## config.mk

```make
export PLATFORM = sky130hd
export DESIGN_NAME = tchb_divider
export DESIGN_NICKNAME = d
export VERILOG_FILES = /design/src/rtl/core/tchb_pkg.sv /design/src/rtl/core/tchb_divider.sv
export SDC_FILE = /design/constraint.sdc
export NUM_CORES = 1
export LEC_CHECK = 0
export ABC_CLOCK_PERIOD_IN_PS = 5050
export BUFFER_PORTS_ARGS = -buffer_cell sky130_fd_sc_hd__buf_2
export CAP_MARGIN = 0
export CORE_UTILIZATION = 59
export DETAILED_ROUTE_END_ITERATION = 12
export PLACE_DENSITY_LB_ADDON = 0.15
export SYNTH_ARGS = -nofsm -noshare
export SYNTH_HDL_FRONTEND = slang
export SYNTH_SLANG_ARGS = --single-unit
```

## constraint.sdc

```tcl
create_clock -name clk_i -period 5.05 [get_ports clk_i]
set_input_delay 0.7575 -clock clk_i [delete_from_list [all_inputs] [get_ports clk_i]]
set_output_delay 0.7575 -clock clk_i [all_outputs]
set_load 0.05 [all_outputs]
```

## src/rtl/core/tchb_pkg.sv

```systemverilog
// tchb_pkg: shared types, codes and defaults of the three channel histogram binner
package tchb_pkg;

  localparam int MAX_BINS_DEF    = 256;
  localparam int COUNT_WIDTH_DEF = 32;

  localparam int CFG_IDX_W  = 3;
  localparam int CFG_DATA_W = 32;
  localparam int BINS_REG_W = 9;

  localparam logic [CFG_IDX_W-1:0] REG_THETA_LO = 3'd0;
  localparam logic [CFG_IDX_W-1:0] REG_THETA_HI = 3'd1;
  localparam logic [CFG_IDX_W-1:0] REG_MU_LO    = 3'd2;
  localparam logic [CFG_IDX_W-1:0] REG_MU_HI    = 3'd3;
  localparam logic [CFG_IDX_W-1:0] REG_SIGMA_LO = 3'd4;
  localparam logic [CFG_IDX_W-1:0] REG_SIGMA_HI = 3'd5;
  localparam logic [CFG_IDX_W-1:0] REG_BINS     = 3'd6;

  localparam logic [1:0] MODE_THETA = 2'd0;
  localparam logic [1:0] MODE_MU    = 2'd1;
  localparam logic [1:0] MODE_SIGMA = 2'd2;
  localparam logic [1:0] MODE_NONE  = 2'd3;

  localparam logic signed [31:0]   EDGE_LO_RST = 32'sd0;
  localparam logic signed [31:0]   EDGE_HI_RST = 32'sd65536;
  localparam logic [BINS_REG_W-1:0] BINS_RST   = 9'd64;

  localparam logic signed [63:0] SUM_MAX = 64'sh7FFF_FFFF_FFFF_FFFF;
  localparam logic signed [63:0] SUM_MIN = 64'sh8000_0000_0000_0000;

  typedef struct packed {
    logic [1:0]          mode;
    logic signed [31:0]  sample_value;
  } in_t;

  typedef struct packed {
    logic [7:0]          bin_number;
    logic [31:0]         count_after;
    logic signed [63:0]  channel_sum;
    logic                range_flag;
  } out_t;

endpackage

```

## src/rtl/core/tchb_divider.sv

```systemverilog
// tchb_divider: restoring radix-2 divider producing a short quotient, one bit a cycle
module tchb_divider #(
  parameter int QuotWidth = 9
) (
  input  logic                    clk_i,
  input  logic                    rst_ni,
  input  logic                    start_i,
  input  logic [32+QuotWidth-1:0] numer_i,
  input  logic [31:0]             denom_i,
  output logic                    done_o,
  output logic [QuotWidth-1:0]    quot_o
);
  import tchb_pkg::*;

  localparam int SW = (QuotWidth > 1) ? $clog2(QuotWidth) : 1;

  logic [31:0]          rem_q, rem_d;
  logic [QuotWidth-1:0] quo_q, quo_d;
  logic [SW-1:0]        step_q, step_d;
  logic                 run_q, run_d;
  logic                 done_q, done_d;
  logic [32:0]          trial;
  logic [32:0]          trial_sub;
  logic                 ge;

  assign trial     = {rem_q, quo_q[QuotWidth-1]};
  assign trial_sub = trial - {1'b0, denom_i};
  assign ge        = (trial >= {1'b0, denom_i});

  always_comb begin
    rem_d  = rem_q;
    quo_d  = quo_q;
    step_d = step_q;
    run_d  = run_q;
    done_d = 1'b0;
    if (start_i) begin
      rem_d  = numer_i[32+QuotWidth-1:QuotWidth];
      quo_d  = numer_i[QuotWidth-1:0];
      step_d = '0;
      run_d  = 1'b1;
    end else if (run_q) begin
      rem_d  = ge ? trial_sub[31:0] : trial[31:0];
      quo_d  = {quo_q[QuotWidth-2:0], ge};
      step_d = step_q + SW'(1);
      if (step_q == SW'(QuotWidth - 1)) begin
        run_d  = 1'b0;
        done_d = 1'b1;
      end
    end
  end

  always_ff @(posedge clk_i or negedge rst_ni) begin
    if (!rst_ni) begin
      run_q  <= 1'b0;
      done_q <= 1'b0;
      step_q <= '0;
    end else begin
      run_q  <= run_d;
      done_q <= done_d;
      step_q <= step_d;
    end
  end

  always_ff @(posedge clk_i) begin
    rem_q <= rem_d;
    quo_q <= quo_d;
  end

  assign done_o = done_q;
  assign quot_o = quo_q;

endmodule

```

==> metrics <==
# Post-CTS Setup Buffers 0; area leader, netlist edfxtp_1; die area 7855 um2; post-CTS sizing 0; largest net degree at the start of global routing 44; Core Box Area 7253 um2; CP Class in2reg; # port buffers 85; Combinational Power Share 67.0%; switching part of the total 44.48%; gpl congestion 0.9218; Layout area overhead 13.31%; DRT iter0 DRCs 206; FF+latch area 1381 um2; Slew Limit Headroom 30.63%; average wire per standard cell 16.29 um; worst r2r dst rem_q[2]$_DFFE_PP_; antenna-violating nets left 0; Yosys reg bits 47; final hold viol count 0; Rows 31; syn nets 583; Worst-path clk slew 0.11 ns; Setup crit end kind register; clk root buf clkbuf_8; Worst Skew 0.01311 ns; CP required 5.12 ns; total number of yosys warnings 0; Tot Pwr 3078 uW; Fmax achieved 0.2744 GHz; predominant post-synthesis flop cell edfxtp_1; TritonCTS clock tree done; sequential share of power 23.1%; first-pass iteration count of the detailed router 5; Initial Util 61.05%; H-tree Lvls 2; Mean Syn Cell Area 9.381 um2; Pins Over Slew Limit 0; TritonCTS Sinks 47; r2r setup slk 1.50 ns; CP startpoint denom_i[3]; vias in the first global route 3655; Pwr per Cell Area 613.4 nW/um2; DR vias 3844; Antenna diodes 0; sequential area share after synthesis 31.20%; status completed; critical path fanouts, max 30; first-pass GRT wire length 16970 um; most frequent cells in the layout 85 x buf_2, 42 x inv_1, 41 x edfxtp_1; clk buf depth 2; LEAKAGE 0.002301 uW; minimum clock period 3.645 ns; initial antenna violation count 0; Area contributors post-synth edfxtp_1 28%, ha_1 9.6%, mux2_2 6.4%; RSZ-0062 raised after global routing no; detailed-route DRC error count 0; Gate Count Post-Synth 472; hpwl dp 7662 um; layout cells sized above 1 25.50%; IO Count 86; period utilization 72.17%; Die X 88.63 um; startpoint types primary input; FFs w/ async S/R, synth 12.77%; Crit path arrival time 3.72 ns; Filler cells 614; Die Ht 88.63 um; WL final 10490 um; synth unique cells 58; max-cap viol count 0; hold_buf cts 0; Final Hold Slack 0.2376 ns; commonest non-fill, non-tap cell in the layout buf_2; reg2reg start rem_q[2]$_DFFE_PP_; Nets 655; final worst setup slack 1.405 ns; grt ovf 0; TNS Setup 0 ns; drt via density 5.969; reg2reg path depth 10; HP Class in2async; CTS buffer count 5; worst setup path end rem_q[2]$_DFFE_PP_; Mapped Area 4428 um2; area share of the largest cell type after synthesis 27.80%; peak supply drop 0.0003615 V; worst-margin pin slew 1.041 ns; clk_lat worst skew 0.32 ns; P_sw 1369 uW; DP Worst Slack 1.072 ns; Pint 1709 uW; GRT Util Overall 28.00%; clock share of power 9.9%; Post-synth EDFFs 41; endpoints failing setup 0; multi-input logic area 2791 um2
-- kinds of logic after synthesis --
kind of cell / Yosys count / share of synthesized area, %
adder cells (fa/ha/maj): 35 / 10.06
XOR/XNOR: 22 / 4.352
flip-flops: 47 / 31.20
AND/OR/NAND/NOR: 124 / 15.48
multiplexers: 44 / 11.90
AO/OA/AOI/OAI: 135 / 21.05
buffers and inverters: 65 / 5.962
-- registers in the layout (all words and copies together) (netlist names) --
register and cells:
run_q 1, done_o 1, quot_o 9, rem_q 32, step_q 4
-- synthesized netlist by cell type (8+ instances only) --
cell and instances:
nand3_1 9, mux2_4 10, nor2b_1 13, a21oi_1 40
edfxtp_1 41, nor2_1 21, o21ai_0 17, inv_1 42
xnor2_1 13, ha_1 34, clkbuf_1 18, a21o_1 18
mux2_2 25, nand2_1 26, xor2_1 9, a31oi_1 8
-- through the flow --
step	util [%]	cells	cell area (um2)
2_1_floorplan	-	472	4428
3_3_place_gp	67.59	636	4902
3_5_place_dp	67.59	636	4902
4_1_cts	69.17	644	5017
5_1_grt	69.17	644	5017
6_report	69.17	644	5017
-- critical path, stage by stage --
cell and delay (ns):
buf_2 0.08, inv_1 0.04, ha_1 0.37, o211ai_1 0.12
a21oi_1 0.35, o221ai_4 0.22, o21ai_2 0.30, a2111oi_4 0.16
o31ai_4 0.26, buf_4 0.43, mux2_1 0.37, mux2_2 0.26
-- metal layers --
layer	track usage [%]	share of wire [%]	vias up
met5	0	0	-
met4	8.651	2.0	0
met3	4.198	5.5	20
met2	48.81	48	142
met1	35.78	44	1789
li1	-	-	1893
-- worst min path at each step --
stage | cells after the start | slack, ns | end | start
after floorplan | 0 | 0.46 | done_o$_DFF_PN0_ | rst_ni
after global placement | 2 | 0.52 | step_q[3]$_DFFE_PN0P_ | step_q[3]$_DFFE_PN0P_
after detailed placement | 2 | 0.55 | step_q[3]$_DFFE_PN0P_ | step_q[3]$_DFFE_PN0P_
after CTS | 1 | 0.25 | step_q[3]$_DFFE_PN0P_ | rst_ni
after global routing | 1 | 0.24 | step_q[3]$_DFFE_PN0P_ | rst_ni
final | 1 | 0.24 | step_q[3]$_DFFE_PN0P_ | rst_ni
-- power groups by stage --
stage | registers (uW) | logic, uW | clock network [uW]
global route | 725 | 2250 | 320
detailed placement | 717 | 2010 | 0
CTS | 710 | 2030 | 308
finish | 712 | 2060 | 303
global placement | 715 | 1960 | 0
floorplan | 728 | 1590 | 0
-- layout make-up --
cell class                 count  share of cell area (%)
multi-input combinational    360                   55.64
sequential                    47                   27.53
timing repair buffer          88                   8.928
inverter                      42                   3.142
tap                           99                   2.469
clock buffer                   5                   1.372
clock inverter                 3                  0.9227
(Power assumes the default switching activity.)
